**src/ccpg_pkg.sv**
```systemverilog
package ccpg_pkg;

  localparam int PT_W   = 32;
  localparam int COEF_W = 40;
  localparam int N_W    = 6;

  typedef enum logic {
    OP_BEZIER  = 1'b0,
    OP_HERMITE = 1'b1
  } curve_op_e;

  typedef struct packed {
    logic                   op;
    logic signed [PT_W-1:0] pt0_x;
    logic signed [PT_W-1:0] pt0_y;
    logic signed [PT_W-1:0] pt1_x;
    logic signed [PT_W-1:0] pt1_y;
    logic signed [PT_W-1:0] pt2_x;
    logic signed [PT_W-1:0] pt2_y;
    logic signed [PT_W-1:0] pt3_x;
    logic signed [PT_W-1:0] pt3_y;
    logic [N_W-1:0]         step_count;
  } ccpg_req_t;

  typedef struct packed {
    logic signed [PT_W-1:0] vert_x;
    logic signed [PT_W-1:0] vert_y;
    logic                   last_vertex;
  } ccpg_vert_t;

  typedef logic signed [COEF_W-1:0] coef_t;
  // index k holds the coefficient of t^k
  typedef coef_t [3:0] coef4_t;

  typedef struct packed {
    coef4_t         cx;
    coef4_t         cy;
    logic [N_W-1:0] n;
  } ccpg_curve_t;

  typedef struct packed {
    logic valid;
    logic pop;
  } ccpg_head_ctl_t;

  function automatic coef4_t make_coefs(input logic hermite, input logic signed [PT_W-1:0] a,
                                        input logic signed [PT_W-1:0] b,
                                        input logic signed [PT_W-1:0] c,
                                        input logic signed [PT_W-1:0] d);
    coef_t  p0, p1, p2, p3;
    coef4_t r;
    p0 = COEF_W'(a);
    p1 = COEF_W'(b);
    p2 = COEF_W'(c);
    p3 = COEF_W'(d);
    if (hermite == OP_HERMITE) begin
      r[3] = (p0 <<< 1) - (p1 <<< 1) + p2 + p3;
      r[2] = (p1 - p0) * 3 - (p2 <<< 1) - p3;
      r[1] = p2;
    end else begin
      r[3] = (p1 - p2) * 3 + p3 - p0;
      r[2] = (p0 - (p1 <<< 1) + p2) * 3;
      r[1] = (p1 - p0) * 3;
    end
    r[0] = p0;
    return r;
  endfunction

endpackage

```
**src/ccpg_front.sv**
```systemverilog
module ccpg_front import ccpg_pkg::*; #(
  parameter int MAX_STEPS = 63
) (
  input  ccpg_req_t   req_i,
  output ccpg_curve_t curve_o
);

  logic [N_W-1:0] n;

  always_comb begin
    if (req_i.step_count == '0) begin
      n = N_W'(1);
    end else if (req_i.step_count > N_W'(MAX_STEPS)) begin
      n = N_W'(MAX_STEPS);
    end else begin
      n = req_i.step_count;
    end
  end

  assign curve_o.cx = make_coefs(req_i.op, req_i.pt0_x, req_i.pt1_x, req_i.pt2_x, req_i.pt3_x);
  assign curve_o.cy = make_coefs(req_i.op, req_i.pt0_y, req_i.pt1_y, req_i.pt2_y, req_i.pt3_y);
  assign curve_o.n  = n;

endmodule

```
**config.mk**
```make
export PLATFORM = sky130hd
export DESIGN_NAME = ccpg_front
export DESIGN_NICKNAME = d
export VERILOG_FILES = /design/src/ccpg_pkg.sv /design/src/ccpg_front.sv
export SDC_FILE = /design/constraint.sdc
export NUM_CORES = 2
export LEC_CHECK = 0
export BUFFER_PORTS_ARGS = -buffer_cell sky130_fd_sc_hd__buf_4
export CAP_MARGIN = 15
export CORE_ASPECT_RATIO = 2
export CORE_UTILIZATION = 65
export DETAILED_ROUTE_END_ITERATION = 8
export GPL_ROUTABILITY_DRIVEN = 0
export GPL_TIMING_DRIVEN = 0
export MAX_ROUTING_LAYER = met4
export PLACE_DENSITY_LB_ADDON = 0.2
export SKIP_LAST_GASP = 1
export SYNTH_ARGS = -nofsm -noshare
export SYNTH_HDL_FRONTEND = slang
export SYNTH_SLANG_ARGS = --single-unit
```
**constraint.sdc**
```tcl
create_clock -name vclk -period 25.7
set_input_delay 2.57 -clock vclk [all_inputs]
set_output_delay 2.57 -clock vclk [all_outputs]
set_load 0.03 [all_outputs]
```
# After elaboration in Yosys (flattened, before gate mapping)
# Index checks and enable logic that the tools add are counted.
# op_classes
n_addsub,22
n_mul,6
n_lt_le_gt_ge,1
n_mux,4
reduce_logical,1
# op_table
operator,n
$mux W120,2
$sub A37 B32 Y38,4
$mul A33 B3 Y36 const B,4
$add A34 B32 Y35,4
$sub A32 B32 Y33,4
$add A36 B32 Y37,2
$sub A36 B33 Y37,2
$add A35 B32 Y36,2
$sub A32 B33 Y34,2
$sub A33 B33 Y34,2
$mul A40 B3 Y40 const B,1
$mul A35 B3 Y38 const B,1
$mux W6,2
$gt A6 B6 Y1 const B,1
$logic_not A6 Y1,1
# word_totals
reg_bits,0
inputBits,263
out_inout_bits,326
wordCells,34

# Longest topological paths before layout
# logic_depth
depth_word,5
mapped_depth,42

# Least setup slack after synthesis
# No wires, ideal clock.
# synth_timing
path_kind,input to output
start,in req_i[203] (netlist bit)
end,out curve_o[122] (netlist bit)
arrival_time_ns,9.921
t_required_ns,23.130
setup_slack_ns,13.209
stages,36
n_path_buf,1
path_cell_list,inv_1 -> ha_1 -> and2_1 -> or4_1 -> o21ai_1 -> and2_1 -> a21oi_1 -> o21a_1 -> o21a_1 -> o21a_1 -> o41ai_1 -> o21bai_1 -> a21oi_1 -> xnor2_1 -> ha_1 -> ha_1 -> clkbuf_1 -> a222oi_1 -> nand3_1 -> nor3_1 -> o31a_1 -> xnor2_1 -> fa_1 -> ha_1 -> nand3_1 -> or3_1 -> or3_1 -> o22ai_1 -> a21oi_1 -> a21boi_1 -> o21ai_1 -> nand2b_1 -> a31oi_1 -> o21ai_1 -> xnor2_1 -> o221ai_1
# synth_lines
element,line_no,rtl
start: declaration,ccpg_front.sv:4,"input ccpg_req_t req_i,"
end: declaration,ccpg_front.sv:5,output ccpg_curve_t curve_o

==> flow_metrics.py <==
metrics = {
    "status": {
        "status": "finished with violations",
        "violations": "max-capacitance violations",
    },
    "setup_path": {
        "crit_buf_inv": 4,
        "critPathMostFrequentCell": "ha_1",
        "cp_top_family": "compound AO/OA/AOI/OAI gates",
        "critPathKind": "in -> out",
        "crit_fanout": 7,
        "crit_end": "curve_o[282]",
        "critPathArrivalTime_ns": 12.92,
        "cp-start-kind": "input pin",
        "critPathLaunch": "req_i[231]",
        "cp_slowest_stage_delay_ns": 1.05,
        "crit_cells": 39,
        "cpMaxStageDelayCell": "a211oi_2",
        "crit_required_ns": 23.13,
        "end_kind": "primary output",
    },
    "synthesis": {
        "ys_seq_area_share_pct": 0,
        "yosys_warnings": 0,
        "synthesis.area_um2": 40500,
        "ys_types": 78,
        "synth_nets": 6545,
        "postSynthCellCount": 5121,
        "syn_area_per_cell_um2": 7.91,
    },
    "global_route": {
        "grt_pass1_wl_um": 232000,
        "antenna_found_initial": 16,
        "grt.overflow.total": 0,
        "grtUsageTotal_pct": 49.7,
        "grt_pass1_vias": 43365,
        "grt_max_degree": 19,
    },
    "run": {
        "drv_cap": 1,
    },
    "sta": {
        "period_minus_slack_ns": 15.49,
        "fmax_mhz": 64.6,
        "tns_ns": 0,
        "hold_viol": 0,
        "finalCritPeriodShare_pct": 60.3,
        "drv_slew": 0,
        "rsz0062_at_grt": "false",
        "worst_pin_slew_ns": 1.48,
        "relSlewSlack_pct": 0.690,
        "final-setup-viol-count": 0,
    },
    "route": {
        "antenna_left": 0,
        "viasPerCell": 6.49,
        "vias": 42366,
        "met1Wirelength_um": 46400,
        "firstDrtPassIters": 8,
        "wl_per_cell_um": 23.5,
        "drc_errors": 0,
        "dr_wl_met3_um": 15100,
        "wl_met2_um": 71400,
        "routed.top_layer": "met4",
        "drt-total-wl_um": 153000,
        "drt-initial-drc-count": 3045,
    },
    "final_layout": {
        "n_clock_buffer": 0,
        "final-seq-area_um2": 0,
        "final_cells": 6526,
        "design.seq.count": 0,
        "fin_nets": 7146,
        "most-common-layout-cells": "755 x ha_1, 683 x buf_4, 650 x inv_1",
        "drive_above_1_share_pct": 13.6,
        "syn_to_final_growth_pct": 13.9,
        "layout_commonest_cell": "ha_1",
    },
    "clock_tree": {
        "post_cts_resized": 0,
        "postCtsHoldBufs": 0,
        "postCtsSetupBuffers": 0,
    },
    "worst_hold_path": {
        "hold_path.class": "in -> out",
    },
    "floorplan": {
        "die_area_um2": 63400,
        "fp.dieW_um": 179,
        "initial_core_util_pct": 65.7,
        "rows": 129,
        "die_h_um": 355,
        "io_pins": 589,
        "core_area_um2": 61700,
    },
    "placed_design": {
        "place_hpwl_um": 130000,
        "port_buffers": 588,
        "place_inst": 6502,
    },
}
## worst min-delay path, cell delays in order
cell	delay, ns
buf_4	0.08
clkbuf_1	0.08
buf_4	0.15
## logic make-up (layout without fill, tap and decap cells)
family / count (synthesis) / in the layout / synth area share [%]
XOR/XNOR: 452 / 452 / 9.77
buffers and inverters: 806 / 1405 / 8.34
other: 0 / 20 / 0
AO/OA/AOI/OAI: 1556 / 1556 / 24.0
adder cells (fa/ha/maj): 1161 / 1161 / 43.4
AND/OR/NAND/NOR: 1083 / 1083 / 12.8
multiplexers: 63 / 63 / 1.71
## cell usage after synthesis, drive strengths merged, types with 17 or more instances
master | instances | area, um2
or3 | 24 | 150
nor3 | 72 | 360
buf | 104 | 743
o211ai | 29 | 218
xnor2 | 259 | 2270
inv | 650 | 2440
a21boi | 17 | 128
clkbuf | 51 | 191
a31oi | 52 | 325
and3 | 36 | 225
nor2b | 61 | 382
o21bai | 76 | 571
a21oi | 487 | 2440
o31ai | 27 | 203
xor2 | 193 | 1690
mux2 | 50 | 563
o21a | 81 | 608
nand3 | 86 | 430
nand2b | 93 | 582
a21o | 241 | 1810
fa | 406 | 8130
nor2 | 303 | 1140
o21ai | 348 | 1750
a211oi | 56 | 425
nand2 | 292 | 1100
nand4 | 39 | 244
ha | 755 | 9450
## how the worst min path moves through the flow
| stage | start | endpoint | depth (start not counted) |
|---|---|---|---|
| 2_1_floorplan | req_i[202] | curve_o[10] | 1 |
| 3_3_place_gp | req_i[5] | curve_o[5] | 3 |
| 3_5_place_dp | req_i[2] | curve_o[2] | 3 |
| 4_1_cts | req_i[5] | curve_o[5] | 3 |
| 5_1_grt | req_i[5] | curve_o[5] | 3 |
| 6_report | req_i[2] | curve_o[2] | 3 |
## final cells by class
cell class	instances	area, um2
Multi-Input combinational cell	4315	37100
Fill cell	4842	15500
Timing Repair Buffer	599	4590
Inverter	651	2440
Tap cell	786	983
Buffer	155	938
Antenna cell	20	50.0
## through the flow
stage,setup slack [ns],cell area [um2],util [%],hold slack [ns]
floorplan,13.21,40500,-,5.27
global placement,11.29,45900,74.5,5.45
detailed placement,11.09,46000,74.7,5.45
CTS,11.05,46000,74.7,5.45
global route,9.82,46100,74.8,5.47
finish,10.21,46100,74.8,5.45
## metal layers
| layer | track usage, % | up-vias |
|---|---|---|
| met2 | 80.5 | 2387 |
| met3 | 15.2 | 1135 |
| li1 | - | 19105 |
| met1 | 43.7 | 19739 |
| met4 | 52.4 | 0 |
| met5 | - | - |
