==> src/ccpg_pkg.sv <==
package ccpg_pkg;

  localparam int PT_W   = 32;
  localparam int COEF_W = 40;
  localparam int N_W    = 6;

  typedef enum logic {
    OP_BEZIER  = 1'b0,
    OP_HERMITE = 1'b1
  } curve_op_e;

  typedef struct packed {
    logic                   op;
    logic signed [PT_W-1:0] pt0_x;
    logic signed [PT_W-1:0] pt0_y;
    logic signed [PT_W-1:0] pt1_x;
    logic signed [PT_W-1:0] pt1_y;
    logic signed [PT_W-1:0] pt2_x;
    logic signed [PT_W-1:0] pt2_y;
    logic signed [PT_W-1:0] pt3_x;
    logic signed [PT_W-1:0] pt3_y;
    logic [N_W-1:0]         step_count;
  } ccpg_req_t;

  typedef struct packed {
    logic signed [PT_W-1:0] vert_x;
    logic signed [PT_W-1:0] vert_y;
    logic                   last_vertex;
  } ccpg_vert_t;

  typedef logic signed [COEF_W-1:0] coef_t;
  // index k holds the coefficient of t^k
  typedef coef_t [3:0] coef4_t;

  typedef struct packed {
    coef4_t         cx;
    coef4_t         cy;
    logic [N_W-1:0] n;
  } ccpg_curve_t;

  typedef struct packed {
    logic valid;
    logic pop;
  } ccpg_head_ctl_t;

  function automatic coef4_t make_coefs(input logic hermite, input logic signed [PT_W-1:0] a,
                                        input logic signed [PT_W-1:0] b,
                                        input logic signed [PT_W-1:0] c,
                                        input logic signed [PT_W-1:0] d);
    coef_t  p0, p1, p2, p3;
    coef4_t r;
    p0 = COEF_W'(a);
    p1 = COEF_W'(b);
    p2 = COEF_W'(c);
    p3 = COEF_W'(d);
    if (hermite == OP_HERMITE) begin
      r[3] = (p0 <<< 1) - (p1 <<< 1) + p2 + p3;
      r[2] = (p1 - p0) * 3 - (p2 <<< 1) - p3;
      r[1] = p2;
    end else begin
      r[3] = (p1 - p2) * 3 + p3 - p0;
      r[2] = (p0 - (p1 <<< 1) + p2) * 3;
      r[1] = (p1 - p0) * 3;
    end
    r[0] = p0;
    return r;
  endfunction

endpackage

==> src/ccpg_queue.sv <==
module ccpg_queue import ccpg_pkg::*; (
  input  logic           clk_i,
  input  logic           rst_ni,
  input  logic           push_i,
  input  ccpg_curve_t    data_i,
  output logic           full_o,
  input  ccpg_head_ctl_t ctl_i,
  output logic           head_valid_o,
  output ccpg_curve_t    head_o
);

  ccpg_curve_t mem_q [2];
  logic        wptr_q, wptr_d, rptr_q, rptr_d;
  logic [1:0]  cnt_q, cnt_d;
  logic        do_push, do_pop;

  assign full_o       = (cnt_q == 2'd2);
  assign head_valid_o = (cnt_q != 2'd0);
  assign head_o       = mem_q[rptr_q];
  assign do_push      = push_i && !full_o;
  assign do_pop       = ctl_i.pop && ctl_i.valid;

  always_comb begin
    wptr_d = wptr_q ^ do_push;
    rptr_d = rptr_q ^ do_pop;
    cnt_d  = cnt_q + {1'b0, do_push} - {1'b0, do_pop};
  end

  always_ff @(posedge clk_i) begin
    if (do_push) begin
      mem_q[wptr_q] <= data_i;
    end
  end

  always_ff @(posedge clk_i or negedge rst_ni) begin
    if (!rst_ni) begin
      wptr_q <= 1'b0;
      rptr_q <= 1'b0;
      cnt_q  <= 2'd0;
    end else begin
      wptr_q <= wptr_d;
      rptr_q <= rptr_d;
      cnt_q  <= cnt_d;
    end
  end

endmodule

==> config.mk <==
export PLATFORM = sky130hd
export DESIGN_NAME = ccpg_queue
export DESIGN_NICKNAME = d
export VERILOG_FILES = /design/src/ccpg_pkg.sv /design/src/ccpg_queue.sv
export SDC_FILE = /design/constraint.sdc
export NUM_CORES = 1
export LEC_CHECK = 0
export BUFFER_PORTS_ARGS = -buffer_cell sky130_fd_sc_hd__buf_2
export CAP_MARGIN = 10
export CORE_AREA = 2 2 257 259
export CTS_CLUSTER_DIAMETER = 200
export DETAILED_ROUTE_END_ITERATION = 8
export DIE_AREA = 0 0 259 261
export GPL_TIMING_DRIVEN = 1
export PLACE_DENSITY = 0.67
export RECOVER_POWER = 50
export SLEW_MARGIN = 15
export SYNTH_ARGS = -nofsm -noshare
export SYNTH_HDL_FRONTEND = slang
export SYNTH_SLANG_ARGS = --single-unit
==> constraint.sdc <==
create_clock -name clk_i -period 8.1 [get_ports clk_i]
set_clock_uncertainty 0.1 [all_clocks]
set_input_delay 1.62 -clock clk_i [delete_from_list [all_inputs] [get_ports clk_i]]
set_output_delay 1.62 -clock clk_i [all_outputs]
set_load 0.1 [all_outputs]
# == Yosys cells after proc, flatten, opt, wreduce, memory -nomap -nowiden ==
# Memory sizes are Yosys's and may differ from the RTL's.
# Cells that the tools add are included.
# totals
reg_bits,4
mem_bits_rw,652
input_bits,331
output_inout_bits,328
wordCells,15
mem_count,1
# op_classes
n_addsub,2
eq_ne,1
mux,2
n_bitwise,2
reduce_logical,4
# memory_table
name,words,width,read_ports,rd_ports_with_merged_regs,wr,line_no,rtl
mem_q,2,326,1,0,1,ccpg_queue.sv:12,ccpg_curve_t mem_q [2];
# op_table
op,count
2-bit by 1-bit adder with 2-bit output,1
2-bit equality test (second input constant),1
1-bit logical AND,2
1-bit two-way mux,2
2-bit nonzero test,1
2-bit by 1-bit subtractor with 2-bit output,1
1-bit bitwise XOR,2
1-bit zero test,1

# == Longest topological paths before layout ==
# depth
depth_word,5
ltp_mapped,7
mapped_depth_nobuf,7

# == Least setup slack after synthesis ==
# Ideal clock, no wire load.
# synth_path
path_type,input -> register
start,input push_i
end,memory mem_q[1][0] in the netlist's numbering (enable)
setup_ps,732
arrival_ps,9225
required_ps,7268
path_slack_ps,-1957
path_stages,2
path_buffers,0
path_cell_list,and2_1 ha_1
# synth_via
elab_chain_len,3
# synth_lines
item,line_no,rtl
"start, declared",ccpg_queue.sv:4,"input logic push_i,"
1-bit logical AND,ccpg_queue.sv:20,assign do_push = push_i && !full_o;
1-bit two-way mux,ccpg_queue.sv:30,if (do_push) begin
1-bit two-way mux (not written as such),ccpg_queue.sv:31,mem_q[wptr_q] <= data_i;
"end, declared",ccpg_queue.sv:12,
# No other way between the ends.

==> flow_metrics.env <==
export IMPL_grt_overflow=0
export IMPL_initial_core_util=0.367
export IMPL_cts_clk_slew_worst_paths_ns=0.06
export IMPL_tightestPinTransition_ns=1.69
export IMPL_cts_buffer_depth=3
export IMPL_finalCriticalPeriod_ns=4.58
export IMPL_fin_nets=2067
export IMPL_cts_sinks=656
export IMPL_route_detailed_drc=0
export IMPL_slew_violations=64
export IMPL_netlist_area_sq_um=23800
export IMPL_start_kind="flip-flop"
export IMPL_htree_levels=3
export IMPL_rsz0062_at_grt="false"
export IMPL_final_area_sq_um=30100
export IMPL_hold_viol=0
export IMPL_hpwl_um=34400
export IMPL_die_w_um=259
export IMPL_worst_setup_path_end_kind="output port"
export IMPL_cts_tree="done"
export IMPL_relSlewSlack=-0.127
export IMPL_die_area_sq_um=67600
export IMPL_clkLatencyLatePin_ns=0.57
export IMPL_grt_util_met3=0.0541
export IMPL_firstDrtPassIters=5
export IMPL_multi_input_area_sq_um=3890
export IMPL_grt_max_degree=163
export IMPL_max_freq_mhz=218
export IMPL_cp_data_arrival_time_ns=2.86
export IMPL_met1_usage=0.155
export IMPL_ys_ff_latch=656
export IMPL_die_height_um=261
export IMPL_post_cts_buffers=0
export IMPL_post_cts_resized=0
export IMPL_critPathKind="flip-flop to output port"
export IMPL_routedWlPerCell_um=19.5
export IMPL_ys_seq_area_frac=0.826
export IMPL_antenna_found_initial=11
export IMPL_grt_busiest_layer="met2"
export IMPL_place_gp_congestion=0.808
export IMPL_port_buffer_count=658
export IMPL_cap_violations=2
export IMPL_ff2ff_path_depth=4
export IMPL_drt_wl_total_um=51700
export IMPL_drt_iter0_drc=729
export IMPL_syn2layout_area_growth_pct=26.3
export IMPL_violations="capacitance limit, slew limit"
export IMPL_seqCellArea_sq_um=19700
export IMPL_layout_drive_gt1_share=0.527
export IMPL_hp_class="flip-flop to flip-flop"
export IMPL_dr_total_vias=12100
export IMPL_status="complete, but fails checks"
export IMPL_holdBufCountCts=0
export IMPL_pre_cts_slack_ns=4.18
export IMPL_crit_required_ns=6.38
export IMPL_cts_root_buffer="clkbuf_16"
export IMPL_synth_yosys_warnings=0
export IMPL_syn_inst=1034
export IMPL_setup_violations_final=0
export IMPL_post_dp_cell_area_sq_um=28100
export IMPL_via_per_inst=4.56
export IMPL_holdPathStages=1
export IMPL_post_route_util=0.463
export IMPL_grt_pass1_vias=12626
export IMPL_finalWorstSetupSlack_ns=3.52
export IMPL_cts_made_buffers=68
export IMPL_cp_max_fo=159
export IMPL_nFillCells=5612
export IMPL_fp_coreArea_sq_um=65000
export IMPL_ios=659
export IMPL_synth_distinct_cells=15
export IMPL_synth_avg_cell_area_sq_um=23.1
export IMPL_grt_pass1_wl_um=73700
export IMPL_ant_nets=0
export IMPL_period_share=0.565
export IMPL_grt_use_met2=0.257
export IMPL_track_usage=0.144
export IMPL_row_count=94
export IMPL_syn_nets=1369
## flip-flops by register name, summed over array words and instances, names as in the netlist
name    flops
cnt_q       2
mem_q     652
rptr_q      1
wptr_q      1
## synth_stat cells
master	number	area [sq um]
ha_1	4	50.1
xnor2_1	2	17.5
buf_4	20	150
nand2_1	1	3.75
mux2_2	296	3330
nand2b_1	1	6.26
dfrtp_1	4	100
mux2_4	30	450
inv_1	4	15.0
or2_2	1	6.26
xor2_1	1	8.76
and2_1	2	12.5
edfxtp_1	652	19600
buf_2	12	60.1
buf_6	4	45.0
## area by class of cell
class	instances	share of cell area
clock inverters	42	0.0129
repair buffers	664	0.107
inverters	4	0.000499
flip-flops and latches	656	0.654
clock buffers	83	0.0598
diodes	5	0.000416
well taps	864	0.0359
multi-input cells	338	0.129
## worst paths after layout
path                       slack [ns]     start             to
min reg2reg                      0.40  cnt_q[1]       cnt_q[1]
min                              0.40  cnt_q[1]       cnt_q[1]
max in group asynchronous        6.90    rst_ni         rptr_q
max                              3.52    rptr_q    head_o[189]
min in group asynchronous        0.78    rst_ni       cnt_q[0]
max reg2reg                      4.58  cnt_q[1]  mem_q[0][201]
## metal layers
metal  vias to the layer above  wire [um]
li1                       5561          -
met1                      5938      18600
met2                       483      27100
met3                       104       4470
met4                        14       1470
met5                         -         98
## per-stage QoR
step                TNS [ns]  hold slack [ns]  cells
floorplan           -1275.84            0.360   1034
global placement           0            0.381   2526
detailed placement         0            0.384   2526
CTS                        0            0.399   2651
global route               0            0.421   2654
finish                     0            0.399   2656
## critical path, cell delays in order (launching register included)
cell and delay [ns]:
dfrtp_4 0.62, buf_12 0.52, mux2_2 0.34, buf_2 0.43
## cell families after synthesis
family                     Yosys count  synth area share
xor gates and xnor gates             3           0.00110
and+or+nand+nor                      5           0.00121
buffers and inverters               40            0.0113
muxes                              326             0.159
adders and majority gates            4           0.00210
DFF                                656             0.826
## cells in the final DEF (no fill, tap or decap), types with 5 or more instances in the layout
master and n:
edfxtp_1 652, buf_2 512, mux2_2 296, clkbuf_1 155, clkbuf_16 70, mux2_4 30, clkinv_1 16, clkinv_2 14
bufinv_16 6, buf_12 6, diode_2 5
Power is not shown: default switching activity piles up to over one toggle a cycle in this logic, so the estimate is an artifact.
